===== src/hdl/sha256_pkg.sv =====
`timescale 1ns / 1ps
// ----------------------------------------------------------------------------
// SHA-256 stream hasher package
// Shared types, constants and a rotate helper.
// ----------------------------------------------------------------------------
package sha256_pkg;

	typedef struct packed {
		logic [7:0] data_byte;
		logic       has_byte;
		logic       end_of_message;
	} in_item_t;

	typedef struct packed {
		logic [63:0] digest_word;
		logic [1:0]  word_index;
		logic        last_word;
		logic        status;
	} out_item_t;

	typedef enum logic [1:0] {
		CFG_NORM_EN  = 2'd0,
		CFG_NORM_OFS = 2'd1,
		CFG_MIN_LEN  = 2'd2
	} cfg_idx_t;

	typedef enum logic [2:0] {
		ST_IDLE,
		ST_LOAD,
		ST_ROUND,
		ST_FOLD,
		ST_PAD,
		ST_EMIT
	} state_t;

	// compression engine control and status
	typedef struct packed {
		logic start;
		logic busy;
		logic done;
	} cmp_ctl_t;

	localparam logic [7:0] PAD_BYTE = 8'h80;

	localparam logic [31:0] IV [8] = '{
		32'h6a09e667, 32'hbb67ae85, 32'h3c6ef372, 32'ha54ff53a,
		32'h510e527f, 32'h9b05688c, 32'h1f83d9ab, 32'h5be0cd19
	};

	localparam logic [31:0] RC [64] = '{
		32'h428a2f98, 32'h71374491, 32'hb5c0fbcf, 32'he9b5dba5,
		32'h3956c25b, 32'h59f111f1, 32'h923f82a4, 32'hab1c5ed5,
		32'hd807aa98, 32'h12835b01, 32'h243185be, 32'h550c7dc3,
		32'h72be5d74, 32'h80deb1fe, 32'h9bdc06a7, 32'hc19bf174,
		32'he49b69c1, 32'hefbe4786, 32'h0fc19dc6, 32'h240ca1cc,
		32'h2de92c6f, 32'h4a7484aa, 32'h5cb0a9dc, 32'h76f988da,
		32'h983e5152, 32'ha831c66d, 32'hb00327c8, 32'hbf597fc7,
		32'hc6e00bf3, 32'hd5a79147, 32'h06ca6351, 32'h14292967,
		32'h27b70a85, 32'h2e1b2138, 32'h4d2c6dfc, 32'h53380d13,
		32'h650a7354, 32'h766a0abb, 32'h81c2c92e, 32'h92722c85,
		32'ha2bfe8a1, 32'ha81a664b, 32'hc24b8b70, 32'hc76c51a3,
		32'hd192e819, 32'hd6990624, 32'hf40e3585, 32'h106aa070,
		32'h19a4c116, 32'h1e376c08, 32'h2748774c, 32'h34b0bcb5,
		32'h391c0cb3, 32'h4ed8aa4a, 32'h5b9cca4f, 32'h682e6ff3,
		32'h748f82ee, 32'h78a5636f, 32'h84c87814, 32'h8cc70208,
		32'h90befffa, 32'ha4506ceb, 32'hbef9a3f7, 32'hc67178f2
	};

	function automatic logic [31:0] rotr(input logic [31:0] v, input int n);
		rotr = (v >> n) | (v << (32 - n));
	endfunction

endpackage


===== src/hdl/sha256_round.sv =====
`timescale 1ns / 1ps
// ----------------------------------------------------------------------------
// SHA-256 round engine
// One round per cycle with a rolling 16-word schedule; folds into the
// chaining value after 64 rounds.
// ----------------------------------------------------------------------------
module sha256_round
	import sha256_pkg::*;
(
	input  logic          clk,
	input  logic          arst_n,
	input  cmp_ctl_t      ctl_in,
	input  logic [511:0]  block,
	input  logic          init_cv,
	output cmp_ctl_t      ctl_out,
	output logic [255:0]  cv
);

	logic [31:0] w_q [16];
	logic [31:0] v_q [8];
	logic [31:0] cv_q [8];
	logic [5:0]  rnd_q;
	logic        busy_q;
	logic        done_q;

	logic [31:0] s0, s1, wn, t1, t2, e, a;

	always_comb begin
		e  = v_q[4];
		a  = v_q[0];
		s0 = rotr(w_q[1], 7) ^ rotr(w_q[1], 18) ^ (w_q[1] >> 3);
		s1 = rotr(w_q[14], 17) ^ rotr(w_q[14], 19) ^ (w_q[14] >> 10);
		wn = w_q[0] + s0 + w_q[9] + s1;
		t1 = v_q[7] + (rotr(e, 6) ^ rotr(e, 11) ^ rotr(e, 25))
			+ ((e & v_q[5]) ^ (~e & v_q[6])) + RC[rnd_q] + w_q[0];
		t2 = (rotr(a, 2) ^ rotr(a, 13) ^ rotr(a, 22))
			+ ((a & v_q[1]) ^ (a & v_q[2]) ^ (v_q[1] & v_q[2]));
	end

	// sequencer
	always_ff @(posedge clk or negedge arst_n) begin
		if (!arst_n) begin
			busy_q <= 1'b0;
			done_q <= 1'b0;
			rnd_q  <= '0;
		end else begin
			done_q <= 1'b0;
			if (ctl_in.start && !busy_q) begin
				busy_q <= 1'b1;
				rnd_q  <= '0;
			end else if (busy_q) begin
				rnd_q <= rnd_q + 6'd1;
				if (rnd_q == 6'd63) begin
					busy_q <= 1'b0;
					done_q <= 1'b1;
				end
			end
		end
	end

	// working variables, schedule, chaining value
	always_ff @(posedge clk or negedge arst_n) begin
		if (!arst_n) begin
			for (int i = 0; i < 8; i++) cv_q[i] <= IV[i];
		end else if (init_cv) begin
			for (int i = 0; i < 8; i++) cv_q[i] <= IV[i];
		end else if (ctl_in.start && !busy_q) begin
			for (int i = 0; i < 16; i++) w_q[i] <= block[511 - 32*i -: 32];
			for (int i = 0; i < 8; i++) v_q[i] <= cv_q[i];
		end else if (busy_q) begin
			for (int i = 0; i < 15; i++) w_q[i] <= w_q[i+1];
			w_q[15] <= wn;
			v_q[7] <= v_q[6]; v_q[6] <= v_q[5]; v_q[5] <= v_q[4];
			v_q[4] <= v_q[3] + t1;
			v_q[3] <= v_q[2]; v_q[2] <= v_q[1]; v_q[1] <= v_q[0];
			v_q[0] <= t1 + t2;
		end else if (done_q) begin
			for (int i = 0; i < 8; i++) cv_q[i] <= cv_q[i] + v_q[i];
		end
	end

	// fold happens the cycle after done; done is reported through the fold_q register
	logic fold_q;
	always_ff @(posedge clk or negedge arst_n) begin
		if (!arst_n) fold_q <= 1'b0;
		else         fold_q <= done_q;
	end

	always_comb begin
		ctl_out.start = 1'b0;
		ctl_out.busy  = busy_q | done_q;
		ctl_out.done  = fold_q;
		for (int i = 0; i < 8; i++) cv[255 - 32*i -: 32] = cv_q[i];
	end

endmodule


===== src/hdl/sha256_stream_hasher_core.sv =====
`timescale 1ns / 1ps
// ----------------------------------------------------------------------------
// SHA-256 stream hasher core
// Byte-wide message input, 64-bit digest words out.
// ----------------------------------------------------------------------------
// A byte that does not fill a block leaves the core idle; a byte that completes
// a block holds off the input while the block is loaded, run through 64 rounds,
// folded and reported done. End of message: padding is written one byte per
// cycle plus one or two blocks of rounds, then four result words. Reset returns
// to initial values immediately; the block buffer is not cleared.
module sha256_stream_hasher_core
	import sha256_pkg::*;
#(
	parameter int LENGTH_WIDTH = 61
)(
	input  logic        clk,
	input  logic        arst_n,
	input  logic        in_valid,
	output logic        in_ready,
	input  in_item_t    in_data,
	output logic        out_valid,
	input  logic        out_ready,
	output out_item_t   out_data,
	input  logic        cfg_valid,
	output logic        cfg_ready,
	input  logic [1:0]  cfg_index,
	input  logic [7:0]  cfg_data
);

	state_t state_q, state_d;

	logic       norm_en_q;
	logic [7:0] norm_ofs_q, min_len_q;

	logic [511:0]            blk_q;   // byte shift register, first byte ends on top
	logic [6:0]              fill_q;
	logic [LENGTH_WIDTH-1:0] len_q;
	logic                    fin_q;
	logic                    tail_q;  // length bytes placed
	logic [3:0]              pad_i_q;
	logic [1:0]              word_q;
	logic                    err_q;

	cmp_ctl_t    ctl_in, ctl_out;
	logic        init_cv;
	logic [255:0] cv;
	logic [63:0]  bits;

	always_comb begin
		bits = 64'(len_q) << 3;
	end

	sha256_round u_round (
		.clk     (clk),
		.arst_n  (arst_n),
		.ctl_in  (ctl_in),
		.block   (blk_q),
		.init_cv (init_cv),
		.ctl_out (ctl_out),
		.cv      (cv)
	);

	assign cfg_ready = 1'b1;
	always_ff @(posedge clk or negedge arst_n) begin
		if (!arst_n) begin
			norm_en_q  <= 1'b0;
			norm_ofs_q <= '0;
			min_len_q  <= '0;
		end else if (cfg_valid) begin
			unique case (cfg_index)
				CFG_NORM_EN:  norm_en_q  <= cfg_data[0];
				CFG_NORM_OFS: norm_ofs_q <= cfg_data;
				CFG_MIN_LEN:  min_len_q  <= cfg_data;
				default: ;
			endcase
		end
	end

	logic accept, emit_done, short_msg;
	logic [LENGTH_WIDTH-1:0] len_nx;
	logic [7:0] pad_byte;

	assign in_ready  = (state_q == ST_IDLE);
	assign accept    = in_valid && in_ready;
	assign out_valid = (state_q == ST_EMIT);
	assign emit_done = out_valid && out_ready && (err_q || word_q == 2'd3);
	assign len_nx    = len_q + LENGTH_WIDTH'(in_data.has_byte);
	assign short_msg = norm_en_q && (len_nx < LENGTH_WIDTH'(min_len_q));

	// padding byte for the current slot
	always_comb begin
		if (!tail_q && pad_i_q == 4'd0 && fill_q[5:0] == 6'd0 && !fin_q)
			pad_byte = 8'h00;
		else if (fill_q[5:0] >= 6'd56 && tail_q)
			pad_byte = bits[63 - 8*(fill_q[2:0]) -: 8];
		else
			pad_byte = 8'h00;
	end

	always_comb begin
		out_data.digest_word = err_q ? 64'd0 : cv[255 - 64*word_q -: 64];
		out_data.word_index  = err_q ? 2'd0 : word_q;
		out_data.last_word   = err_q || word_q == 2'd3;
		out_data.status      = err_q;
	end

	// next state
	always_comb begin
		state_d       = state_q;
		ctl_in        = '0;
		init_cv       = 1'b0;
		unique case (state_q)
			ST_IDLE: if (accept) begin
				if (in_data.end_of_message && short_msg) state_d = ST_EMIT;
				else if (in_data.has_byte && fill_q == 7'd63) state_d = ST_LOAD;
				else if (in_data.end_of_message) state_d = ST_PAD;
			end
			ST_LOAD: begin
				ctl_in.start = 1'b1;
				state_d = ST_ROUND;
			end
			ST_ROUND: if (ctl_out.done) begin
				if (!fin_q) state_d = ST_IDLE;
				else if (tail_q && fill_q == 7'd0) state_d = ST_EMIT;
				else state_d = ST_PAD;
			end
			ST_PAD: if (fill_q == 7'd63) state_d = ST_LOAD;
			ST_FOLD: state_d = ST_IDLE;
			ST_EMIT: if (emit_done) begin
				init_cv = 1'b1;
				state_d = ST_IDLE;
			end
			default: state_d = ST_IDLE;
		endcase
	end

	always_ff @(posedge clk or negedge arst_n) begin
		if (!arst_n) state_q <= ST_IDLE;
		else         state_q <= state_d;
	end

	// datapath: buffer fill, length, padding sequencing
	always_ff @(posedge clk or negedge arst_n) begin
		if (!arst_n) begin
			fill_q  <= '0;
			len_q   <= '0;
			fin_q   <= 1'b0;
			tail_q  <= 1'b0;
			pad_i_q <= '0;
			word_q  <= '0;
			err_q   <= 1'b0;
		end else begin
			unique case (state_q)
				ST_IDLE: if (accept) begin
					if (in_data.has_byte) begin
						blk_q <= {blk_q[503:0], (norm_en_q &&
							len_q == LENGTH_WIDTH'(norm_ofs_q)) ? 8'h00 : in_data.data_byte};
						fill_q <= (fill_q == 7'd63) ? 7'd0 : fill_q + 7'd1;
						len_q  <= len_nx;
					end
					fin_q   <= in_data.end_of_message;
					tail_q  <= 1'b0;
					pad_i_q <= '0;
					word_q  <= '0;
					err_q   <= in_data.end_of_message && short_msg;
				end
				ST_PAD: begin
					// first pad byte is 0x80, then zeros, then length in last 8 slots
					if (pad_i_q == 4'd0) begin
						blk_q <= {blk_q[503:0], PAD_BYTE};
						pad_i_q <= 4'd1;
					end else if (fill_q >= 7'd56 && pad_i_q == 4'd2) begin
						blk_q <= {blk_q[503:0], bits[63 - 8*(fill_q[2:0]) -: 8]};
						if (fill_q == 7'd63) tail_q <= 1'b1;
					end else begin
						blk_q <= {blk_q[503:0], pad_byte};
					end
					if (pad_i_q != 4'd0 && fill_q == 7'd55) pad_i_q <= 4'd2;
					if (pad_i_q == 4'd0 && fill_q == 7'd55) pad_i_q <= 4'd2;
					fill_q <= (fill_q == 7'd63) ? 7'd0 : fill_q + 7'd1;
				end
				ST_EMIT: if (out_ready) begin
					word_q <= word_q + 2'd1;
					if (emit_done) begin
						fill_q <= '0;
						len_q  <= '0;
						fin_q  <= 1'b0;
					end
				end
				default: ;
			endcase
		end
	end

endmodule

===== config.mk =====
export PLATFORM = sky130hd
export DESIGN_NAME = sha256_stream_hasher_core
export DESIGN_NICKNAME = d
export VERILOG_FILES = /design/src/hdl/sha256_pkg.sv /design/src/hdl/sha256_round.sv /design/src/hdl/sha256_stream_hasher_core.sv
export SDC_FILE = /design/constraint.sdc
export NUM_CORES = 2
export LEC_CHECK = 0
export BUFFER_PORTS_ARGS = -buffer_cell sky130_fd_sc_hd__buf_2
export CORE_MARGIN = 3
export CORE_UTILIZATION = 60
export CTS_CLUSTER_DIAMETER = 60
export DETAILED_ROUTE_END_ITERATION = 8
export MAX_ROUTING_LAYER = met4
export PLACE_DENSITY = 0.82
export SLEW_MARGIN = 20
export SYNTH_ARGS = -nofsm -noshare
export SYNTH_HDL_FRONTEND = slang
export SYNTH_SLANG_ARGS = --single-unit

===== constraint.sdc =====
create_clock -name clk -period 43.4 [get_ports clk]
set_input_delay 4.34 -clock clk [delete_from_list [all_inputs] [get_ports clk]]
set_output_delay 4.34 -clock clk [all_outputs]
set_load 0.1 [all_outputs]

==> metrics.txt <==
# TYPE chip_impl_metric gauge
chip_impl_info{name="status",value="finished, final reports clean"} 1
chip_impl_metric{name="yosysWarningCount",unit=""} 0
chip_impl_info{name="reg2reg_from",value="u_round.rnd_q[2]$_DFFE_PN0P_"} 1
chip_impl_metric{name="cts.repair_timing.setup_buffer_count",unit=""} 0
chip_impl_metric{name="fill_cells",unit=""} 11100
chip_impl_metric{name="timing.max_slew.rel_slack",unit="%"} 15.6
chip_impl_metric{name="top_fanout_value_on_the_critical_path",unit=""} 56
chip_impl_metric{name="fin_worst_skew",unit="ns"} 0.0622
chip_impl_metric{name="synthesis.instances",unit=""} 8264
chip_impl_metric{name="timing.hold.worst_path_depth",unit=""} 0
chip_impl_metric{name="synth_seq_cells",unit=""} 1640
chip_impl_metric{name="clk_latency",unit="ns"} 0.85
chip_impl_metric{name="dr_vias",unit=""} 68200
chip_impl_info{name="critical-path-slowest-cell",value="o41ai_1"} 1
chip_impl_info{name="rsz0062_at_grt",value="no"} 1
chip_impl_metric{name="synth_cell_type_count",unit=""} 90
chip_impl_metric{name="clkSlewWorstSetupHoldPaths",unit="ns"} 0.06
chip_impl_metric{name="synthArstFlopShare",unit="%"} 22.0
chip_impl_metric{name="critical-path-max-stage-delay",unit="ns"} 0.72
chip_impl_info{name="ys_dominant_reg_cell",value="edfxtp_1"} 1
chip_impl_metric{name="layout-area-overhead-vs-synth",unit="%"} 8.61
chip_impl_metric{name="drt-vias-per-instance",unit=""} 6.56
chip_impl_metric{name="floorplan.rows",unit=""} 144
chip_impl_info{name="min_delay_endpoint",value="blk_q[408]$_DFFE_PP_"} 1
chip_impl_metric{name="ys_seq_area_share",unit="%"} 50.6
chip_impl_info{name="clock_tree_from_tritoncts",value="yes"} 1
chip_impl_metric{name="drc_marker_count_from_the_first_detailed_route_iteration",unit=""} 8708
chip_impl_metric{name="top_level_ports",unit=""} 96
chip_impl_info{name="setup.worst_path.start_class",value="flip-flop"} 1
chip_impl_info{name="clockRootBuffer",value="clkbuf_16"} 1
chip_impl_info{name="synthTopCellsByArea",value="edfxtp_1, mux2_2, dfrtp_1"} 1
chip_impl_metric{name="die_h",unit="um"} 402
chip_impl_metric{name="grt_max_degree",unit=""} 198
chip_impl_info{name="synth.most_common_cell",value="edfxtp_1"} 1
chip_impl_info{name="worstReg2RegEnd",value="u_round.v_q[0][31]$_DFFE_PP_"} 1
chip_impl_metric{name="fraction_of_final_layout_cells_sized_beyond_drive_strength_1",unit="%"} 14.9
chip_impl_metric{name="detail_route.first_pass.iterations",unit=""} 6
chip_impl_metric{name="worst_ep_required_time",unit="ns"} 43.95
chip_impl_info{name="hold_path.class",value="reg2reg"} 1
chip_impl_metric{name="port-buffer-count",unit=""} 94
chip_impl_metric{name="setup-violations-final",unit=""} 0
chip_impl_metric{name="report.final.slew_viol_count",unit=""} 0
chip_impl_metric{name="number_of_cts_inserted_buffers",unit=""} 176
chip_impl_metric{name="setup.reg_to_reg.worst_slack",unit="ns"} 32.93
chip_impl_metric{name="gp_congestion",unit=""} 1.08
chip_impl_metric{name="routedWlPerCell",unit="um"} 27.1
chip_impl_metric{name="drc",unit=""} 0
chip_impl_metric{name="globalRouteTotalUtil",unit="%"} 35.5
chip_impl_metric{name="period_share",unit="%"} 24.1
chip_impl_metric{name="place_hpwl",unit="um"} 203000
chip_impl_metric{name="synth.cell_area",unit="sq um"} 94100
chip_impl_metric{name="initial_utilization",unit="%"} 60.7
chip_impl_metric{name="cts.htree.levels",unit=""} 4
chip_impl_metric{name="critPathArrivalTime",unit="ns"} 11.01
chip_impl_metric{name="report.final.hold_viol_count",unit=""} 0
chip_impl_info{name="yosysTopAreaCell",value="edfxtp_1"} 1
chip_impl_metric{name="antenna_violations_before_repair",unit=""} 7
chip_impl_metric{name="cts_hold_repair.buffers",unit=""} 0
chip_impl_metric{name="min_period",unit="ns"} 10.47
chip_impl_metric{name="drv.max_cap_violation_count",unit=""} 0
chip_impl_info{name="hold_start",value="blk_q[400]$_DFFE_PP_"} 1
chip_impl_metric{name="fmaxAchievable",unit="GHz"} 0.0956
chip_impl_metric{name="syn_area_per_cell",unit="sq um"} 11.4
chip_impl_metric{name="post_synth_edffs",unit=""} 1280
chip_impl_metric{name="synth_largest_type_area_fraction",unit="%"} 40.8
chip_impl_info{name="netlist_top_cells_count",value="edfxtp_1, nand2_1, a21oi_1"} 1
chip_impl_metric{name="slew_at_the_pin_closest_to_its_max_slew_limit",unit="ns"} 1.25
chip_impl_info{name="worstSetupEndpointType",value="flip-flop"} 1
chip_impl_metric{name="cts.path.max_buffers",unit=""} 3
chip_impl_metric{name="design.die.area",unit="sq um"} 162000
chip_impl_metric{name="core_area",unit="sq um"} 155000
chip_impl_metric{name="grt_pass1_vias",unit=""} 66200
chip_impl_metric{name="wl",unit="um"} 282000
chip_impl_metric{name="die_width",unit="um"} 402
chip_impl_metric{name="grt_pass1_wl",unit="um"} 422000
chip_impl_metric{name="timing.reg2reg.worst_path_depth",unit=""} 32
chip_impl_metric{name="setup_total_negative_slack",unit="ns"} 0
chip_impl_metric{name="number_of_clock_sinks",unit=""} 1640
chip_impl_info{name="criticalPathCategory",value="reg2reg"} 1
chip_impl_metric{name="fin_nets",unit=""} 8825
chip_impl_metric{name="grt_overflow_total",unit=""} 0
chip_impl_metric{name="final_antenna_net_count",unit=""} 0
chip_impl_metric{name="mappedNetlistNets",unit=""} 8889
chip_impl_metric{name="cts_repair_resize_count",unit=""} 0
## registers in the layout, summed over array words and instances, names as in the netlist, 2 cells and up
signal and cells:
u_round.v_q 256, u_round.cv 256, blk_q 512, len_q 61
min_len_q 8, u_round.w_q 512, u_round.rnd_q 6, word_q 2
fill_q 7, norm_ofs_q 8, state_q 3, pad_i_q 2
## metal layers
layer / track usage (%) / vias up / part of all wire (%) / wire length [um]
met4: 15.8 / 0 / 5.2 / 14700
met1: 48.6 / 33700 / 40 / 112000
met3: 7.96 / 739 / 11 / 31800
li1: - / 29800 / - / -
met2: 51.0 / 3971 / 44 / 124000
met5: - / - / 0 / 0
## worst max-delay path: cells and delay by family (launching register included)
family                     cells  cell delay, ns
muxes                          1            0.27
DFF                            1            0.68
buffers and inverters          5            1.16
and+or+nand+nor                2            0.25
xor gates and xnor gates       3            0.56
AOI/OAI and AO/OA             14            3.98
adders and majority gates      7            3.22
## final cells by class
cell class                 instances  area [sq um]  share of cell area, %
antenna                            4          10.0                0.00979
clock buffer                     222          4650                   4.55
clock inverter                   109          1210                   1.19
inverter                         390          1460                   1.43
multi-input combinational       5811         43500                   42.5
sequential                      1640         47600                   46.6
tap                             2044          2560                   2.50
timing repair buffer             181          1200                   1.17
## per-stage QoR
stage | hold slack [ns] | util (%) | instance area, sq um | worst slack [ns] | std cells
2_1_floorplan | 0.366 | - | 94100 | 4.90 | 8264
3_3_place_gp | 0.422 | 62.2 | 96300 | 33.26 | 10100
3_5_place_dp | 0.427 | 62.2 | 96300 | 33.23 | 10100
4_1_cts | 0.406 | 65.9 | 102000 | 33.17 | 10400
5_1_grt | 0.416 | 66.0 | 102000 | 32.48 | 10400
6_report | 0.402 | 66.0 | 102000 | 32.93 | 10400
## cells in the final DEF, fill, tap and decap left out, types with 35 or more instances in the layout
cell       synthesis  final
mux2_2           518    518
xnor2_1          369    369
nor3_1            84     84
a211oi_1          60     60
mux4_2            84     84
clkbuf_1         370     41
clkbuf_16          0    178
o31ai_1           52     52
and3_1            43     42
a21oi_1          537    537
nand3_1          110    108
inv_1            386    386
nor2_1           350    347
buf_2              9     93
nor2b_1          115    115
nand2b_1          64     64
o21bai_1          50     50
nand4_1           58     58
dfrtp_1          224    217
edfxtp_1        1280   1280
clkinv_1           4     35
dfstp_2          136    136
mux2i_1           47     47
xor2_1           220    220
nand2_1         1147   1146
fa_1             195    195
buf_4              7     81
o21ai_0          460    460
a31oi_1           69     69
ha_1             405    405
o21a_1            61     61
o211ai_1         121    121
a21o_1           168    168
## worst max path at each step
stage / start / end / cells past startpoint
after floorplan: out_ready / u_round.v_q[0][0]$_DFFE_PP_ / 4
after global placement: u_round.rnd_q[2]$_DFFE_PN0P_ / u_round.v_q[0][31]$_DFFE_PP_ / 32
after detailed placement: u_round.rnd_q[1]$_DFFE_PN0P_ / u_round.v_q[0][31]$_DFFE_PP_ / 36
after CTS: u_round.rnd_q[2]$_DFFE_PN0P_ / u_round.v_q[0][31]$_DFFE_PP_ / 32
after global routing: u_round.rnd_q[2]$_DFFE_PN0P_ / u_round.v_q[0][31]$_DFFE_PP_ / 32
final: u_round.rnd_q[2]$_DFFE_PN0P_ / u_round.v_q[0][31]$_DFFE_PP_ / 32
## logic make-up (layout without fill, tap and decap cells)
| kind of cell | count (synthesis) | after routing | synth area share, % |
|---|---|---|---|
| other cells | 1 | 5 | 0.00398 |
| fa+ha+maj | 624 | 624 | 9.79 |
| buf+inv | 813 | 902 | 3.29 |
| simple gates | 2158 | 2158 | 10.3 |
| mux | 649 | 649 | 8.71 |
| compound gates | 1790 | 1790 | 11.8 |
| xor+xnor | 589 | 589 | 5.48 |
| flops | 1640 | 1640 | 50.6 |
Power is left out: the tool's default activity adds up to more than one toggle a clock period on the data nets, which glitch-free logic cannot reach.
